File: src/design/mcpg_pkg.sv
// Shared types and constants for the midpoint circle point generator.
// Used by every module of the block; depends on nothing.
package mcpg_pkg;

    localparam int RADIUS_BITS = 10;
    localparam int COORD_BITS  = 11;
    localparam int PIX_BITS    = COORD_BITS + 2;
    localparam int DEC_BITS    = RADIUS_BITS + 3;
    localparam int QDEPTH      = 4;
    localparam int QPTR_BITS   = $clog2(QDEPTH);
    localparam int PT_BITS     = 3;

    // Input operation codes.
    localparam logic OP_START = 1'b0;
    localparam logic OP_STEP  = 1'b1;

    // Kind of work handed from the front end to the point emitter.
    typedef enum logic [1:0] {
        CMD_AXIS,
        CMD_OCTANT,
        CMD_DONE
    } cmd_kind_t;

    typedef struct packed {
        cmd_kind_t               kind;
        logic [COORD_BITS-1:0]   cx;
        logic [COORD_BITS-1:0]   cy;
        logic [RADIUS_BITS-1:0]  ox;
        logic [RADIUS_BITS-1:0]  oy;
    } cmd_t;

    // Status of the command queue as seen by its producer and consumer.
    typedef struct packed {
        logic empty;
        logic full;
    } q_status_t;

endpackage

File: src/design/mcpg_front.sv
// Front end: accepts input items, runs the midpoint decision update and
// classifies each item into a command for the emitter. Depends on mcpg_pkg.
module mcpg_front (
    input  logic                           clk,
    input  logic                           rst_n,
    input  logic                           in_valid,
    output logic                           in_ready,
    input  logic                           op,
    input  logic [mcpg_pkg::COORD_BITS-1:0]  center_x,
    input  logic [mcpg_pkg::COORD_BITS-1:0]  center_y,
    input  logic [mcpg_pkg::RADIUS_BITS-1:0] radius,
    input  mcpg_pkg::q_status_t            q_status,
    output logic                           push,
    output mcpg_pkg::cmd_t                 push_cmd
);
    import mcpg_pkg::*;

    logic [COORD_BITS-1:0]       held_cx_reg, held_cx_next;
    logic [COORD_BITS-1:0]       held_cy_reg, held_cy_next;
    logic [RADIUS_BITS-1:0]      offset_x_reg, offset_x_next;
    logic [RADIUS_BITS-1:0]      offset_y_reg, offset_y_next;
    logic signed [DEC_BITS-1:0]  dec_reg, dec_next;
    logic                        active_reg, active_next;

    logic                        step_ok;
    logic [RADIUS_BITS-1:0]      xn;
    logic [RADIUS_BITS-1:0]      yn;
    logic signed [DEC_BITS-1:0]  diff;
    logic signed [DEC_BITS-1:0]  dec_step;
    logic signed [DEC_BITS-1:0]  dec_start;

    assign in_ready = !q_status.full;
    assign push     = in_valid && in_ready;

    // One iteration of the midpoint update on the held state.
    always_comb
    begin
        step_ok   = active_reg && (offset_y_reg > offset_x_reg);
        xn        = offset_x_reg + RADIUS_BITS'(1);
        yn        = dec_reg[DEC_BITS-1] ? offset_y_reg : offset_y_reg - RADIUS_BITS'(1);
        diff      = $signed({{(DEC_BITS-RADIUS_BITS){1'b0}}, xn})
                  - $signed({{(DEC_BITS-RADIUS_BITS){1'b0}}, yn});
        dec_step  = dec_reg[DEC_BITS-1]
                  ? dec_reg + $signed({{(DEC_BITS-RADIUS_BITS-1){1'b0}}, xn, 1'b1})
                  : dec_reg + (diff <<< 1) + DEC_BITS'(1);
        dec_start = DEC_BITS'(1) - $signed({{(DEC_BITS-RADIUS_BITS){1'b0}}, radius});
    end

    // Next state and the command pushed for the accepted item.
    always_comb
    begin
        held_cx_next  = held_cx_reg;
        held_cy_next  = held_cy_reg;
        offset_x_next = offset_x_reg;
        offset_y_next = offset_y_reg;
        dec_next      = dec_reg;
        active_next   = active_reg;
        push_cmd.kind = CMD_DONE;
        push_cmd.cx   = held_cx_reg;
        push_cmd.cy   = held_cy_reg;
        push_cmd.ox   = xn;
        push_cmd.oy   = yn;
        if (op == OP_START)
        begin
            push_cmd.kind = CMD_AXIS;
            push_cmd.cx   = center_x;
            push_cmd.cy   = center_y;
            push_cmd.ox   = '0;
            push_cmd.oy   = radius;
            if (push)
            begin
                held_cx_next  = center_x;
                held_cy_next  = center_y;
                offset_x_next = '0;
                offset_y_next = radius;
                dec_next      = dec_start;
                active_next   = 1'b1;
            end
        end
        else if (step_ok)
        begin
            push_cmd.kind = CMD_OCTANT;
            if (push)
            begin
                offset_x_next = xn;
                offset_y_next = yn;
                dec_next      = dec_step;
            end
        end
    end

    // Circle state registers.
    always_ff @(posedge clk or negedge rst_n)
    begin
        if (!rst_n)
        begin
            held_cx_reg  <= '0;
            held_cy_reg  <= '0;
            offset_x_reg <= '0;
            offset_y_reg <= '0;
            dec_reg      <= '0;
            active_reg   <= 1'b0;
        end
        else
        begin
            held_cx_reg  <= held_cx_next;
            held_cy_reg  <= held_cy_next;
            offset_x_reg <= offset_x_next;
            offset_y_reg <= offset_y_next;
            dec_reg      <= dec_next;
            active_reg   <= active_next;
        end
    end

    // On a loaded circle the last step can leave x at most one past y.
    a_x_not_past_y: assert property (@(posedge clk) disable iff (!rst_n)
        active_reg |-> ((RADIUS_BITS+1)'(offset_x_reg)
                        <= (RADIUS_BITS+1)'(offset_y_reg) + (RADIUS_BITS+1)'(1)))
        else $error("offset_x ran too far past offset_y");

endmodule

File: src/design/mcpg_queue.sv
// Short command queue between the front end and the point emitter.
// Depends on mcpg_pkg for the command type and depth.
module mcpg_queue (
    input  logic                clk,
    input  logic                rst_n,
    input  logic                push,
    input  mcpg_pkg::cmd_t      push_cmd,
    input  logic                pop,
    output mcpg_pkg::cmd_t      head,
    output mcpg_pkg::q_status_t status
);
    import mcpg_pkg::*;

    cmd_t                 mem [QDEPTH];
    logic [QPTR_BITS-1:0] wr_ptr_reg, wr_ptr_next;
    logic [QPTR_BITS-1:0] rd_ptr_reg, rd_ptr_next;
    logic [QPTR_BITS:0]   count_reg, count_next;

    assign head         = mem[rd_ptr_reg];
    assign status.empty = (count_reg == '0);
    assign status.full  = (count_reg == (QPTR_BITS+1)'(QDEPTH));

    // Pointer and fill count update.
    always_comb
    begin
        wr_ptr_next = push ? wr_ptr_reg + QPTR_BITS'(1) : wr_ptr_reg;
        rd_ptr_next = pop ? rd_ptr_reg + QPTR_BITS'(1) : rd_ptr_reg;
        count_next  = count_reg + (QPTR_BITS+1)'(push) - (QPTR_BITS+1)'(pop);
    end

    always_ff @(posedge clk or negedge rst_n)
    begin
        if (!rst_n)
        begin
            wr_ptr_reg <= '0;
            rd_ptr_reg <= '0;
            count_reg  <= '0;
        end
        else
        begin
            wr_ptr_reg <= wr_ptr_next;
            rd_ptr_reg <= rd_ptr_next;
            count_reg  <= count_next;
        end
    end

    // Storage write.
    always_ff @(posedge clk)
    begin
        if (push)
        begin
            mem[wr_ptr_reg] <= push_cmd;
        end
    end

    a_no_overflow: assert property (@(posedge clk) disable iff (!rst_n)
        !(push && status.full))
        else $error("push into full command queue");

    a_no_underflow: assert property (@(posedge clk) disable iff (!rst_n)
        !(pop && status.empty))
        else $error("pop from empty command queue");

endmodule

File: src/design/mcpg_back.sv
// Point emitter: walks each queued command and sends its points, one per cycle
// while out_ready allows, through a registered output stage. Depends on mcpg_pkg.
module mcpg_back (
    input  logic                                clk,
    input  logic                                rst_n,
    input  mcpg_pkg::cmd_t                      head,
    input  mcpg_pkg::q_status_t                 q_status,
    output logic                                pop,
    output logic                                out_valid,
    input  logic                                out_ready,
    output logic signed [mcpg_pkg::PIX_BITS-1:0] pixel_x,
    output logic signed [mcpg_pkg::PIX_BITS-1:0] pixel_y,
    output logic                                last_point,
    output logic                                done_res
);
    import mcpg_pkg::*;

    logic [PT_BITS-1:0]          cnt_reg, cnt_next;
    logic                        valid_reg, valid_next;
    logic signed [PIX_BITS-1:0]  px_reg, px_next;
    logic signed [PIX_BITS-1:0]  py_reg, py_next;
    logic                        last_reg, last_next;
    logic                        done_reg, done_next;

    logic                        advance;
    logic                        load;
    logic                        is_last;
    logic [PT_BITS-1:0]          k;
    logic [RADIUS_BITS-1:0]      u;
    logic [RADIUS_BITS-1:0]      v;
    logic                        neg_u;
    logic                        neg_v;
    logic signed [PIX_BITS-1:0]  cxe, cye, ue, ve;

    assign advance = !valid_reg || out_ready;
    assign load    = advance && !q_status.empty;
    assign pop     = load && is_last;

    // Which symmetric point this cycle produces.
    always_comb
    begin
        unique case (head.kind)
            CMD_AXIS:
            begin
                k       = {cnt_reg[1], 1'b0, cnt_reg[0]};
                is_last = (cnt_reg == PT_BITS'(3));
            end
            CMD_OCTANT:
            begin
                k       = cnt_reg;
                is_last = (cnt_reg == PT_BITS'(7));
            end
            default:
            begin
                k       = '0;
                is_last = 1'b1;
            end
        endcase
        if (k[2])
        begin
            u     = head.oy;
            v     = head.ox;
            neg_u = k[0];
            neg_v = k[1];
        end
        else
        begin
            u     = head.ox;
            v     = head.oy;
            neg_u = k[1];
            neg_v = k[0];
        end
        cxe = $signed({{(PIX_BITS-COORD_BITS){1'b0}}, head.cx});
        cye = $signed({{(PIX_BITS-COORD_BITS){1'b0}}, head.cy});
        ue  = $signed({{(PIX_BITS-RADIUS_BITS){1'b0}}, u});
        ve  = $signed({{(PIX_BITS-RADIUS_BITS){1'b0}}, v});
    end

    // Output stage and point counter.
    always_comb
    begin
        cnt_next   = cnt_reg;
        valid_next = valid_reg;
        px_next    = px_reg;
        py_next    = py_reg;
        last_next  = last_reg;
        done_next  = done_reg;
        if (load)
        begin
            valid_next = 1'b1;
            cnt_next   = is_last ? '0 : cnt_reg + PT_BITS'(1);
            last_next  = is_last;
            done_next  = (head.kind == CMD_DONE);
            if (head.kind == CMD_DONE)
            begin
                px_next = '0;
                py_next = '0;
            end
            else
            begin
                px_next = neg_u ? cxe - ue : cxe + ue;
                py_next = neg_v ? cye - ve : cye + ve;
            end
        end
        else if (advance)
        begin
            valid_next = 1'b0;
        end
    end

    always_ff @(posedge clk or negedge rst_n)
    begin
        if (!rst_n)
        begin
            cnt_reg   <= '0;
            valid_reg <= 1'b0;
        end
        else
        begin
            cnt_reg   <= cnt_next;
            valid_reg <= valid_next;
        end
    end

    always_ff @(posedge clk)
    begin
        px_reg   <= px_next;
        py_reg   <= py_next;
        last_reg <= last_next;
        done_reg <= done_next;
    end

    assign out_valid  = valid_reg;
    assign pixel_x    = px_reg;
    assign pixel_y    = py_reg;
    assign last_point = last_reg;
    assign done_res   = done_reg;

    a_done_is_last: assert property (@(posedge clk) disable iff (!rst_n)
        (valid_reg && done_reg) |-> (last_reg && px_reg == '0 && py_reg == '0))
        else $error("done result not a lone zero point");

    a_counter_idle: assert property (@(posedge clk) disable iff (!rst_n)
        q_status.empty |-> (cnt_reg == '0))
        else $error("point counter busy with no queued command");

endmodule

File: src/design/midpoint_circle_point_generator.sv
// Midpoint circle point generator, top level.
// With the emitter idle, an accepted item is written to the command queue, then its
// first point is registered in the emitter's output stage, which drives the outputs.
// Throughput: one point per cycle through the single output stage of the emitter, while
// out_ready allows; a start item gives 4 points, a step item 8, a completed step 1.
// Reset clears the circle state, empties the command queue and clears the point counter and output valid flag.
module midpoint_circle_point_generator (
    input  logic                                clk,
    input  logic                                rst_n,
    input  logic                                in_valid,
    output logic                                in_ready,
    input  logic                                op,
    input  logic [mcpg_pkg::COORD_BITS-1:0]     center_x,
    input  logic [mcpg_pkg::COORD_BITS-1:0]     center_y,
    input  logic [mcpg_pkg::RADIUS_BITS-1:0]    radius,
    output logic                                out_valid,
    input  logic                                out_ready,
    output logic signed [mcpg_pkg::PIX_BITS-1:0] pixel_x,
    output logic signed [mcpg_pkg::PIX_BITS-1:0] pixel_y,
    output logic                                last_point,
    output logic                                done_res
);
    import mcpg_pkg::*;

    logic      push;
    logic      pop;
    cmd_t      push_cmd;
    cmd_t      head;
    q_status_t q_status;

    mcpg_front u_front (
        .clk      (clk),
        .rst_n    (rst_n),
        .in_valid (in_valid),
        .in_ready (in_ready),
        .op       (op),
        .center_x (center_x),
        .center_y (center_y),
        .radius   (radius),
        .q_status (q_status),
        .push     (push),
        .push_cmd (push_cmd)
    );

    mcpg_queue u_queue (
        .clk      (clk),
        .rst_n    (rst_n),
        .push     (push),
        .push_cmd (push_cmd),
        .pop      (pop),
        .head     (head),
        .status   (q_status)
    );

    mcpg_back u_back (
        .clk        (clk),
        .rst_n      (rst_n),
        .head       (head),
        .q_status   (q_status),
        .pop        (pop),
        .out_valid  (out_valid),
        .out_ready  (out_ready),
        .pixel_x    (pixel_x),
        .pixel_y    (pixel_y),
        .last_point (last_point),
        .done_res   (done_res)
    );

endmodule
File: config.mk
export PLATFORM = sky130hd
export DESIGN_NAME = midpoint_circle_point_generator
export DESIGN_NICKNAME = d
export VERILOG_FILES = /design/src/design/mcpg_pkg.sv /design/src/design/mcpg_front.sv /design/src/design/mcpg_queue.sv /design/src/design/mcpg_back.sv /design/src/design/midpoint_circle_point_generator.sv
export SDC_FILE = /design/constraint.sdc
export NUM_CORES = 1
export LEC_CHECK = 0
export BUFFER_PORTS_ARGS = -buffer_cell sky130_fd_sc_hd__buf_2
export CORE_MARGIN = 2
export CORE_UTILIZATION = 51
export DETAILED_ROUTE_END_ITERATION = 10
export GPL_ROUTABILITY_DRIVEN = 0
export PLACE_DENSITY = 0.76
export SYNTH_ARGS = -nofsm -noshare
export SYNTH_HDL_FRONTEND = slang
export SYNTH_HIERARCHICAL = 1
export SYNTH_SLANG_ARGS = --single-unit
File: constraint.sdc
create_clock -name clk -period 8.7 [get_ports clk]
set_input_delay 1.74 -clock clk [delete_from_list [all_inputs] [get_ports clk]]
set_output_delay 1.74 -clock clk [all_outputs]
set_load 0.05 [all_outputs]
## Yosys cells after proc, flatten, opt, wreduce, memory -nomap -nowiden

Memories as Yosys holds them, arrays and structs flattened.
Cells that the tools add are included.
W data, S select, Z words.

| operators by class | value |
|---|---|
| $add $sub $neg | 16 |
| magnitude comparators | 1 |
| eq/ne operators | 7 |
| muxes and demuxes | 30 |
| bitwise operators | 1 |
| reductions and logical operators | 14 |

Operators with widths:

| cell | number |
|---|---|
| $mux W10 | 11 |
| $mux W13 | 7 |
| $mux W42 | 1 |
| $add A11 B10 Y12 | 2 |
| $sub A11 B10 Y12 | 2 |
| $add A13 B12 Y13 | 1 |
| $add A13 B13 Y13 | 1 |
| $add A13 B2 Y13 const B | 1 |
| $sub A1 B10 Y11 const A | 1 |
| $sub A10 B10 Y11 | 1 |
| $add A10 B1 Y10 const B | 1 |
| $gt A10 B10 Y1 | 1 |
| $sub A10 B1 Y10 const B | 1 |
| $eq A3 B3 Y1 const B | 2 |
| $mux W1 | 6 |
| $pmux W3 S2 | 1 |
| $add A2 B1 Y2 const B | 2 |
| $logic_and A1 B1 Y1 | 4 |
| $mux W2 | 2 |
| $ne A2 B1 Y1 const B | 2 |
| $reduce_bool A2 Y1 | 2 |
| $add A3 B1 Y3 | 1 |
| $add A3 B1 Y3 const B | 1 |
| $eq A3 B2 Y1 const B | 1 |
| 12 further kinds | 14 |

| storage, ports and cells | value |
|---|---|
| register bits after elaboration | 95 |
| bits in writable memories | 176 |
| logic and storage cells | 85 |
| memories | 1 |

Memories:

| memory | depth | width | read ports | clocked after memory_dff | write ports | line | source |
|---|---|---|---|---|---|---|---|
| u_queue.mem | 4 | 44 | 1 | 0 | 1 | mcpg_queue.sv:14 | `cmd_t mem [QDEPTH];` |

## Depth between registers and ports, before layout

Gate-level depths: netlist (run 1).

| depth | value |
|---|---|
| word-level depth | 9 |
| gate-level depth with buffers | 19 |
| gate-level depth less buffers | 18 |

## Hierarchy

Netlist (run 1), hierarchy kept.

Modules (own cells, without submodules):

| module | times used | cells an instance | area an instance (um^2) |
|---|---|---|---|
| mcpg_queue | 1 | 264 | 6800.3 |
| mcpg_front | 1 | 634 | 5073.6 |
| mcpg_back | 1 | 379 | 3423.3 |

## Least setup slack after synthesis (run 1)

Ideal clock, no wire load.

| timing | value |
|---|---|
| path type | flip-flop to flip-flop |
| from | register u_queue.rd_ptr_reg[0] |
| to | register u_back.py_reg[10] (netlist: u_back/pixel_y[10]), data pin |
| library setup time | 0.258 ns |
| data arrival time | 4.104 ns |
| data required time | 8.442 ns |
| setup slack | 4.339 ns |
| cell stages (with the launch flop) | 17 |
| period minus slack after synthesis | 4.361 ns |
| cell sequence | dfrtp_1 -> buf_6 -> buf_12 -> mux4_2 -> nor2b_1 -> ha_1 -> o21ai_0 -> clkbuf_1 -> mux2_2 -> ha_1 -> fa_1 -> a211oi_1 -> nor2_1 -> o41ai_1 -> o21ai_0 -> o31a_1 -> mux2i_1 |

RTL lines:

| what | line | source |
|---|---|---|
| from (decl) | mcpg_queue.sv:16 | `logic [QPTR_BITS-1:0] rd_ptr_reg, rd_ptr_next;` |
| from (signal assigned) | mcpg_queue.sv:42 | `rd_ptr_reg <= rd_ptr_next;` |
| to (signal assigned) | mcpg_back.sv:128 | `py_reg <= py_next;` |
| to (decl) | mcpg_back.sv:21 | `logic signed [PIX_BITS-1:0] py_reg, py_next;` |

==> results.yml, run 1 <==
global_route:
  grt_pass1_wl_mm: 55.4
  antenna_found_initial: 0
  grt_util_all_layers_pct: 22.4
  grt_use_met3_pct: 2.66
  grt_max_degree: 53
  use_met1_pct: 30.2
  grtUsageMet2_pct: 39.1
  overflow: 0
  grt_pass1_vias: 10200
  top_usage_layer: "met2"
yosys:
  muxShareOfSynthArea_pct: 10.5
  yosys.area_share.adder_pct: 8.98
  synth_top_family_by_area: "simple AND/OR/NAND/NOR gates"
  ys.flop_type: "edfxtp_1"
  netlist_top_cells_area: "edfxtp_1 (40%), dfrtp_1 (11%), ha_1 (7.9%), mux4_2 (5.6%), mux2_2 (3.5%)"
  yosys_warnings: 6
  synthSimpleGateAreaFrac_pct: 11.2
  ys_seq_area_share_pct: 51.0
  synthCells: 1277
  synth_top_area_share_pct: 40.0
  synth_cell_types: 74
  synth_compound_area_share_pct: 11.1
  syn-num-nets: 1419
  avgSynthCellArea_um2: 12.0
  synthArstFlopShare_pct: 24.7
  ys_ff_latch: 271
  synth_edf_count: 204
  yosys.area.top_type: "edfxtp_1"
  synth_xor_area_share_pct: 3.32
  synth.cell_area_um2: 15300
setup_path:
  rr_worst_depth: 15
  crit_path_start_kind: "flip-flop"
  r2r-end: "u_back/pixel_y[8]$_SDFFCE_PP0P_"
  regToRegSetupSlack_ps: 3290
  critical_path.max_stage_delay_ps: 690
  path_delay_family: "compound AO/OA/AOI/OAI gates"
  path_cells: "buf_4, mux4_2, nor2b_1, ha_1, o21ai_1, buf_4, mux2_2, ha_1, fa_1, a211oi_1, nor2_1, o41ai_1, a22o_1, or3_1, a21oi_1"
  r2r-start: "u_queue/rd_ptr_reg[0]$_DFFE_PN0P_"
  path_max_fanout: 31
  worstPathArrival_ps: 5670
  worst-path-buf-inv: 2
  path_class: "reg -> reg"
  end_kind: "flip-flop"
  critPathSlowestCell: "dfrtp_2"
  required_ps: 8960
route:
  drtIter0Drc: 888
  drtAntennaViolNets: 0
  drtPass1Iterations: 8
  wirelength_mm: 34.5
  routedWlPerCell_um: 19.7
  routed-via-count: 10300
  drc: 0
  viasPerCell: 5.90
die:
  die_h_um: 177
  ios: 67
  die-area_um2: 31400
  initial_utilization_pct: 51.8
  design.core.area_um2: 29600
  rows: 63
  die_x_um: 177
timing:
  worst_slack_ps: 3290
  slew_headroom_pct: 28.9
  finalSetupTns_ps: 0
  clock_skew_ps: 11.7
  drv_slew: 0
  period_share_pct: 62.2
  finalSetupViolations: 0
  hold_viol_final: 0
  rsz0062_at_grt: "no"
  max_freq_mhz: 185
  fin_crit_ps: 5410
  worst_slew_pin_slew_ps: 1070
finish:
  antenna_cells: 0
  final_cell_mix: "edfxtp_1 (204), nand2_1 (133), ha_1 (97)"
  final_nets: 1482
  final_common_cell: "edfxtp_1"
  regMostFlops: "u_queue/mem"
  design_area_um2: 16900
  largest_reg_flops: 176
  areaGrowthSynthToFinish_pct: 10.3
  num-fill-cells: 2344
  drive_gt1_share_pct: 17.0
clocking:
  clk_root_buffer_cell: "clkbuf_16"
  cts_buffers: 28
  clkTransAtPathRegs_ps: 60
  hold_buffers: 0
  cts_tree: "yes"
  insertion_delay_ps: 540
  cts.sinks: 271
  clock_path_buffers: 3
  cts.repair.resized: 0
  postCtsSetupBuffers: 0
  h-tree-depth: 1
placed_design:
  pre_cts_slack_ps: 3310
  hpwl_mm: 23.4
  portBuffers: 66
  place_area_um2: 16000
min_path:
  hold_depth: 2
  worstHoldStart: "u_front/held_cy_reg[10]$_DFFE_PN0P_"
  hold_path_end: "u_front/held_cy_reg[10]$_DFFE_PN0P_"
  hold_class: "reg -> reg"
run:
  maxCapViolations: 0
status:
  status: "completed"
[cell usage after synthesis (17+ instances only)]
master    instances
xnor2_1          36
nor3_1           30
clkbuf_1         25
edfxtp_1        204
nor2_1           88
xor2_1           22
dfrtp_1          67
o21ai_0          54
nand3_1          26
inv_1            80
nor2b_1          17
mux2_2           47
nand2_1         133
a21oi_1          53
a211oi_1         19
mux4_2           38
ha_1             97
[worst max path at each step]
stage / startpoint / to / slack (ps) / cells after the start
after floorplan: u_queue/rd_ptr_reg[0]$_DFFE_PN0P_ / u_back/pixel_y[10]$_SDFFCE_PP0P_ / 4340 / 16
after global placement: u_queue/rd_ptr_reg[0]$_DFFE_PN0P_ / u_back/pixel_y[10]$_SDFFCE_PP0P_ / 3430 / 15
after detailed placement: u_queue/rd_ptr_reg[0]$_DFFE_PN0P_ / u_back/pixel_y[8]$_SDFFCE_PP0P_ / 3310 / 15
after CTS: u_queue/rd_ptr_reg[0]$_DFFE_PN0P_ / u_back/pixel_y[8]$_SDFFCE_PP0P_ / 3300 / 15
after global routing: u_queue/rd_ptr_reg[0]$_DFFE_PN0P_ / u_back/pixel_y[8]$_SDFFCE_PP0P_ / 2910 / 15
final: u_queue/rd_ptr_reg[0]$_DFFE_PN0P_ / u_back/pixel_y[8]$_SDFFCE_PP0P_ / 3290 / 15
[cells by family (layout without fill, tap and decap cells)]
family | after synthesis | after routing
simple gates | 369 | 369
buf+inv | 130 | 215
xor+xnor | 58 | 58
compound gates | 246 | 246
flops | 271 | 271
mux | 98 | 98
fa+ha+maj | 105 | 105
[layout make-up]
class | count | area, um2 | area share [%]
clock buffer | 38 | 769 | 4.56
clock inverter | 14 | 135 | 0.801
inverter | 82 | 308 | 1.82
multi-input combinational | 876 | 6920 | 41.0
sequential | 271 | 7800 | 46.3
tap | 390 | 488 | 2.89
timing repair buffer | 81 | 445 | 2.64
[metrics by stage]
| stage | utilization, % | hold WS [ps] | instances |
|---|---|---|---|
| 5_1_grt | 57.1 | 494 | 1752 |
| 6_report | 57.1 | 475 | 1752 |
| 3_5_place_dp | 54.0 | 460 | 1700 |
| 4_1_cts | 57.1 | 476 | 1752 |
| 2_1_floorplan | - | 440 | 1277 |
| 3_3_place_gp | 54.0 | 452 | 1700 |
[worst reg2reg max path, cell delays in order (launching register included)]
cell and delay (ps):
dfrtp_2 690, buf_4 590, mux4_2 670, nor2b_1 170, ha_1 260, o21ai_1 200, buf_4 300, mux2_2 400
ha_1 230, fa_1 420, a211oi_1 340, nor2_1 110, o41ai_1 380, a22o_1 220, or3_1 120, a21oi_1 60
[metal layers]
metal / wire length [um] / vias to the layer above
met4: 543 / 0
met5: 0 / -
met3: 1940 / 47
met1: 14800 / 5100
li1: - / 4865
met2: 17300 / 333
Power of run 1 is left out: the tool's default activity adds up to more than one toggle a clock period on the data nets, which glitch-free logic cannot reach.
==> run 2, diff against run 1 <==
==> constraint.sdc (replaced) <==
create_clock -name clk -period 5.42 [get_ports clk]
set_input_delay 1.084 -clock clk [delete_from_list [all_inputs] [get_ports clk]]
set_output_delay 1.084 -clock clk [all_outputs]
set_load 0.05 [all_outputs]
==> run 2 against run 1 <==
Net effect:
- wire length fell by 1.2%
- non-clock buffer count did not move
- core utilization barely moved
- register-to-register slack got worse by 2200 ps
- flip-flop and latch count did not move
- highest routed layer unchanged
- cell count barely moved
==> results.yml, run 2 (synthesized netlist as in run 1, its figures left out) <==
global_route:
  grt_max_degree: 54
  use_met1_pct: 29.2
  overflow: 0
  antenna_found_initial: 0
  grtUsageMet2_pct: 37.5
  grt_pass1_vias: 10300
  grt_pass1_wl_mm: 54.3
  grt_util_all_layers_pct: 22.1
  grt_use_met3_pct: 3.09
  top_usage_layer: "met2"
timing:
  rsz0062_at_grt: "no"
  worst_slew_pin_slew_ps: 1090
  hold_viol_final: 0
  fin_crit_ps: 4360
  slew_headroom_pct: 27.3
  drv_slew: 0
  clock_skew_ps: 17.5
  max_freq_mhz: 229
  period_share_pct: 80.5
  finalSetupTns_ps: 0
  finalSetupViolations: 0
finish:
  drive_gt1_share_pct: 17.2
  ff_latch_area_um2: 7800
  final_nets: 1483
  antenna_cells: 0
  final_cell_mix: "edfxtp_1 (204), nand2_1 (133), ha_1 (97)"
  largest_reg_flops: 176
  areaGrowthSynthToFinish_pct: 10.3
  fin_util_pct: 57.1
  final_common_cell: "edfxtp_1"
  num-fill-cells: 2350
  regMostFlops: "u_queue/mem"
  multi_input_area_um2: 6920
die:
  ios: 67
  die_h_um: 177
  design.core.area_um2: 29600
  die_x_um: 177
  initial_utilization_pct: 51.8
  die-area_um2: 31400
  rows: 63
clocking:
  cts.sinks: 271
  postCtsSetupBuffers: 0
  clock_path_buffers: 3
  hold_buffers: 0
  cts_buffers: 29
  clkTransAtPathRegs_ps: 60
  h-tree-depth: 1
  insertion_delay_ps: 530
  cts.repair.resized: 0
  clk_root_buffer_cell: "clkbuf_16"
  cts_tree: "yes"
run:
  maxCapViolations: 0
setup_path:
  worstPathArrival_ps: 4720
  critPathSlowestCell: "mux4_1"
  required_ps: 5780
  path_class: "reg -> reg"
  critPathMostFrequentCell: "ha_1"
  path_max_fanout: 20
  critical_path.max_stage_delay_ps: 700
  end_kind: "flip-flop"
  path_cells: "mux4_1, nor2b_1, ha_1, o21ai_1, buf_4, mux2_2, ha_1, inv_1, fa_1, nor3b_1, nor3_1, o211ai_1, or4_1, a31o_1, a21oi_1"
  crit_path_start_kind: "flip-flop"
route:
  drc: 0
  viasPerCell: 5.92
  wirelength_mm: 34.1
  routedWlPerCell_um: 19.5
  drtIter0Drc: 925
  drtPass1Iterations: 5
  drtAntennaViolNets: 0
  routed-via-count: 10400
placed_design:
  hpwl_mm: 23.9
  portBuffers: 66
status:
  status: "completed"
min_path:
  hold_class: "reg -> reg"
## run 2: cell types whose count changed in the layout (fill, tap and decap cells not counted), sizes merged
cell    delta
clkbuf     +6
bufinv     -2
inv        +2
clkinv     -5
## run 2: stage by stage
| step | area (um2) | hold slack (ps) | instances | setup slack (ps) |
|---|---|---|---|---|
| floorplan | 15300 | 440 | 1277 | 1060 |
| global placement | 16000 | 452 | 1700 | 1210 |
| detailed placement | 16000 | 457 | 1700 | 1120 |
| CTS | 16900 | 475 | 1753 | 1100 |
| global route | 16900 | 489 | 1753 | 785 |
| finish | 16900 | 471 | 1753 | 1060 |
## run 2: path summary, 6_finish.rpt
kind                                                    start                            endpoint  slack [ps]  depth (start not counted)
max reg2reg                 u_queue/rd_ptr_reg[0]$_DFFE_PN0P_    u_back/pixel_x[10]$_SDFFCE_PP0P_        1060                         15
max in group asynchronous                               rst_n   u_queue/rd_ptr_reg[1]$_DFFE_PN0P_        3960                          2
max                         u_queue/rd_ptr_reg[0]$_DFFE_PN0P_    u_back/pixel_x[10]$_SDFFCE_PP0P_        1060                         15
min                        u_front/held_cx_reg[1]$_DFFE_PN0P_  u_front/held_cx_reg[1]$_DFFE_PN0P_         470                          2
min in group asynchronous                               rst_n  u_front/held_cy_reg[6]$_DFFE_PN0P_         560                          1
min reg2reg                u_front/held_cx_reg[1]$_DFFE_PN0P_  u_front/held_cx_reg[1]$_DFFE_PN0P_         470                          2
## run 2: area by class of cell
type                    count  share of cell area (%)
clock inverters             9                   0.378
clock buffers              44                    4.99
well taps                 390                    2.89
flip-flops and latches    271                    46.3
repair buffers             81                    2.64
multi-input cells         876                    41.0
inverters                  82                    1.82
## run 2: layer usage
metal	part of all wire [%]	vias up
li1	-	4868
met2	49	330
met5	0	-
met1	43	5108
met4	2.6	0
met3	5.5	63
## run 2: critical path: cells and delay by family (launching register included)
kind,cells,cell delay (ps)
and+or+nand+nor,4,1120
muxes,2,970
adders and majority gates,3,780
AOI/OAI and AO/OA,4,640
DFF,1,400
buffers and inverters,2,270
Power of run 2 is left out for the same reason.
==> run 3, diff against run 2 <==
--- a/config.mk
+++ b/config.mk
@@ -5,12 +5,13 @@
 export SDC_FILE = /design/constraint.sdc
 export NUM_CORES = 1
 export LEC_CHECK = 0
+export ABC_AREA = 1
 export BUFFER_PORTS_ARGS = -buffer_cell sky130_fd_sc_hd__buf_2
 export CORE_MARGIN = 2
 export CORE_UTILIZATION = 51
 export DETAILED_ROUTE_END_ITERATION = 10
 export GPL_ROUTABILITY_DRIVEN = 0
-export PLACE_DENSITY = 0.76
+export PLACE_DENSITY = 0.78
 export SYNTH_ARGS = -nofsm -noshare
 export SYNTH_HDL_FRONTEND = slang
 export SYNTH_HIERARCHICAL = 1
==> constraint.sdc (replaced) <==
create_clock -name clk -period 3.9 [get_ports clk]
set_input_delay 0.78 -clock clk [delete_from_list [all_inputs] [get_ports clk]]
set_output_delay 0.78 -clock clk [all_outputs]
set_load 0.05 [all_outputs]
==> run 3 against run 2 <==
Net effect:
- final area grew 11%
- hold slack worse by 130 ps
- synthesized cell count up 69%
- die area increased by 10%
- global-route usage up 1.4 points
- fmax grew 19%
- flip-flop and latch count stayed put
- first-iteration DRC count increased by 56%
- area after synthesis grew 11%
- critical path type unchanged
==> results.yml, run 3 <==
status:
  status: "completed"
clocking:
  clk_root_buffer_cell: "clkbuf_16"
  clock_path_buffers: 3
  cts_buffers: 28
  cts.sinks: 271
  insertion_delay_ps: 570
  clkTransAtPathRegs_ps: 60
  cts_tree: "yes"
  h-tree-depth: 1
route:
  viasPerCell: 5.22
  drtPass1Iterations: 6
  drc: 0
  routed-via-count: 14000
  routedWlPerCell_um: 15.0
  drtIter0Drc: 1441
  wirelength_mm: 40.2
  drtAntennaViolNets: 0
die:
  die_h_um: 186
  rows: 66
  die_x_um: 186
  die-area_um2: 34700
  design.core.area_um2: 32600
  ios: 67
  initial_utilization_pct: 51.9
global_route:
  grt_util_all_layers_pct: 23.5
  grt_pass1_wl_mm: 65.1
  grt_pass1_vias: 13200
  grt_max_degree: 79
  overflow: 0
  antenna_found_initial: 1
yosys:
  yosys.area.top_type: "edfxtp_1"
  synth.top_cells.by_count: "nand2_1 (664), inv_1 (409), edfxtp_1 (204), nand3_1 (187), nor2_1 (133)"
  netlist_top_cells_area: "edfxtp_1 (36%), nand2_1 (15%), dfrtp_1 (9.9%), inv_1 (9.1%), ha_1 (7.2%)"
  syn-num-nets: 2297
  synthCells: 2155
  synth_edf_count: 204
  synth_top_area_share_pct: 36.2
  synth.cell_area_um2: 16900
  ys_seq_area_share_pct: 46.1
  ys_ff_latch: 271
  synthArstFlopShare_pct: 24.7
  avgSynthCellArea_um2: 7.86
  yosys_warnings: 6
  yosysMostFrequentCell: "nand2_1"
  synth_cell_types: 48
  ys.flop_type: "edfxtp_1"
finish:
  antenna_cells: 0
  largest_reg_flops: 176
  areaGrowthSynthToFinish_pct: 11.0
  final_common_cell: "nand2_1"
  design_area_um2: 18800
  drive_gt1_share_pct: 9.25
  regMostFlops: "u_queue/mem"
  fin_util_pct: 57.6
  final_nets: 2357
  final_cell_mix: "nand2_1 (664), inv_1 (404), edfxtp_1 (204)"
setup_path:
  crit_path_start_kind: "flip-flop"
  regToRegSetupSlack_ps: 250
  r2r-end: "u_front/dec_reg[12]$_DFFE_PN0P_"
  path_max_fanout: 7
  path_class: "reg -> reg"
  required_ps: 4350
  worstPathArrival_ps: 4100
  r2r-start: "u_front/offset_x_reg[0]$_DFFE_PN0P_"
  end_kind: "flip-flop"
  rr_worst_depth: 27
placed_design:
  hpwl_mm: 28.0
  place_area_um2: 17700
  portBuffers: 66
  pre_cts_slack_ps: 132
timing:
  period_share_pct: 93.7
  fin_crit_ps: 3650
  finalSetupViolations: 0
  hold_viol_final: 0
  max_freq_mhz: 274
  worst_slew_pin_slew_ps: 950
  slew_headroom_pct: 36.6
  worst_slack_ps: 247
  drv_slew: 0
  finalSetupTns_ps: 0
  clock_skew_ps: 21.8
run:
  maxCapViolations: 0
min_path:
  hold_class: "in -> async"
## run 3: logic make-up after synthesis
family | Yosys count | share of synthesized area [%]
buf+inv | 488 | 11.6
xor+xnor | 29 | 1.50
compound gates | 218 | 7.08
fa+ha+maj | 105 | 8.11
simple gates | 1044 | 25.6
flops | 271 | 46.1
## run 3: through the flow
| step | hold WS (ps) | cells |
|---|---|---|
| 2_1_floorplan | 435 | 2155 |
| 5_1_grt | 416 | 2679 |
| 6_report | 345 | 2679 |
| 3_3_place_gp | 453 | 2622 |
| 4_1_cts | 371 | 2674 |
| 3_5_place_dp | 471 | 2622 |
## run 3: how the worst max path moves through the flow
stage                                      end  slack (ps)                                 from  cells after the start
6_report       u_front/dec_reg[12]$_DFFE_PN0P_         250  u_front/offset_x_reg[0]$_DFFE_PN0P_                     27
5_1_grt        u_front/dec_reg[10]$_DFFE_PN0P_         -10  u_front/offset_x_reg[1]$_DFFE_PN0P_                     24
3_5_place_dp   u_front/dec_reg[12]$_DFFE_PN0P_         130  u_front/offset_x_reg[0]$_DFFE_PN0P_                     25
4_1_cts        u_front/dec_reg[12]$_DFFE_PN0P_         100  u_front/offset_x_reg[1]$_DFFE_PN0P_                     27
3_3_place_gp   u_front/dec_reg[10]$_DFFE_PN0P_         190  u_front/offset_x_reg[1]$_DFFE_PN0P_                     24
2_1_floorplan   u_queue/count_reg[2]$_DFF_PN0_          70                            out_ready                     11
## run 3: repair_timing
action	CTS	global route
endpoints found under the setup margin	0	11
gates resized for setup	0	16
endpoints found under the hold margin	0	0
buffers inserted	0	5
hold buffers	0	0
## run 3: layer usage
metal | track usage, % | routed length (um) | up-vias
met5 | 0 | 0 | -
met2 | 38.4 | 18300 | 603
met1 | 32.3 | 17400 | 6381
met4 | 7.72 | 1120 | 0
li1 | - | - | 6907
met3 | 3.54 | 3330 | 89
## run 3: cell type report
| cell class | count | area (um2) |
|---|---|---|
| Clock buffer | 31 | 722 |
| Clock inverter | 21 | 294 |
| Fill cell | 2817 | 13800 |
| Inverter | 424 | 1590 |
| Multi-Input combinational cell | 1396 | 7270 |
| Sequential cell | 271 | 7800 |
| Tap cell | 442 | 553 |
| Timing Repair Buffer | 94 | 566 |
## run 3: critical path, cell delays in order, from the launching register on
cell and delay [ps]:
dfrtp_2 470, ha_1 240, nand2_1 100, nor2_1 50
nand2_1 120, inv_1 60, nand4_1 80, xor2_1 210
inv_1 110, ha_1 390, nand2_1 70, nor2_1 130
nand3_1 90, nand4_1 150, xor2_2 210, ha_1 290
nand2_1 100, nor2_1 60, nand2_1 70, inv_1 40
nand2_1 70, inv_1 50, nor2_1 90, nand2_1 60
nand3_1 60, nand2_1 50, nand2_1 60, a21oi_1 60
Power of run 3 is left out for the same reason.
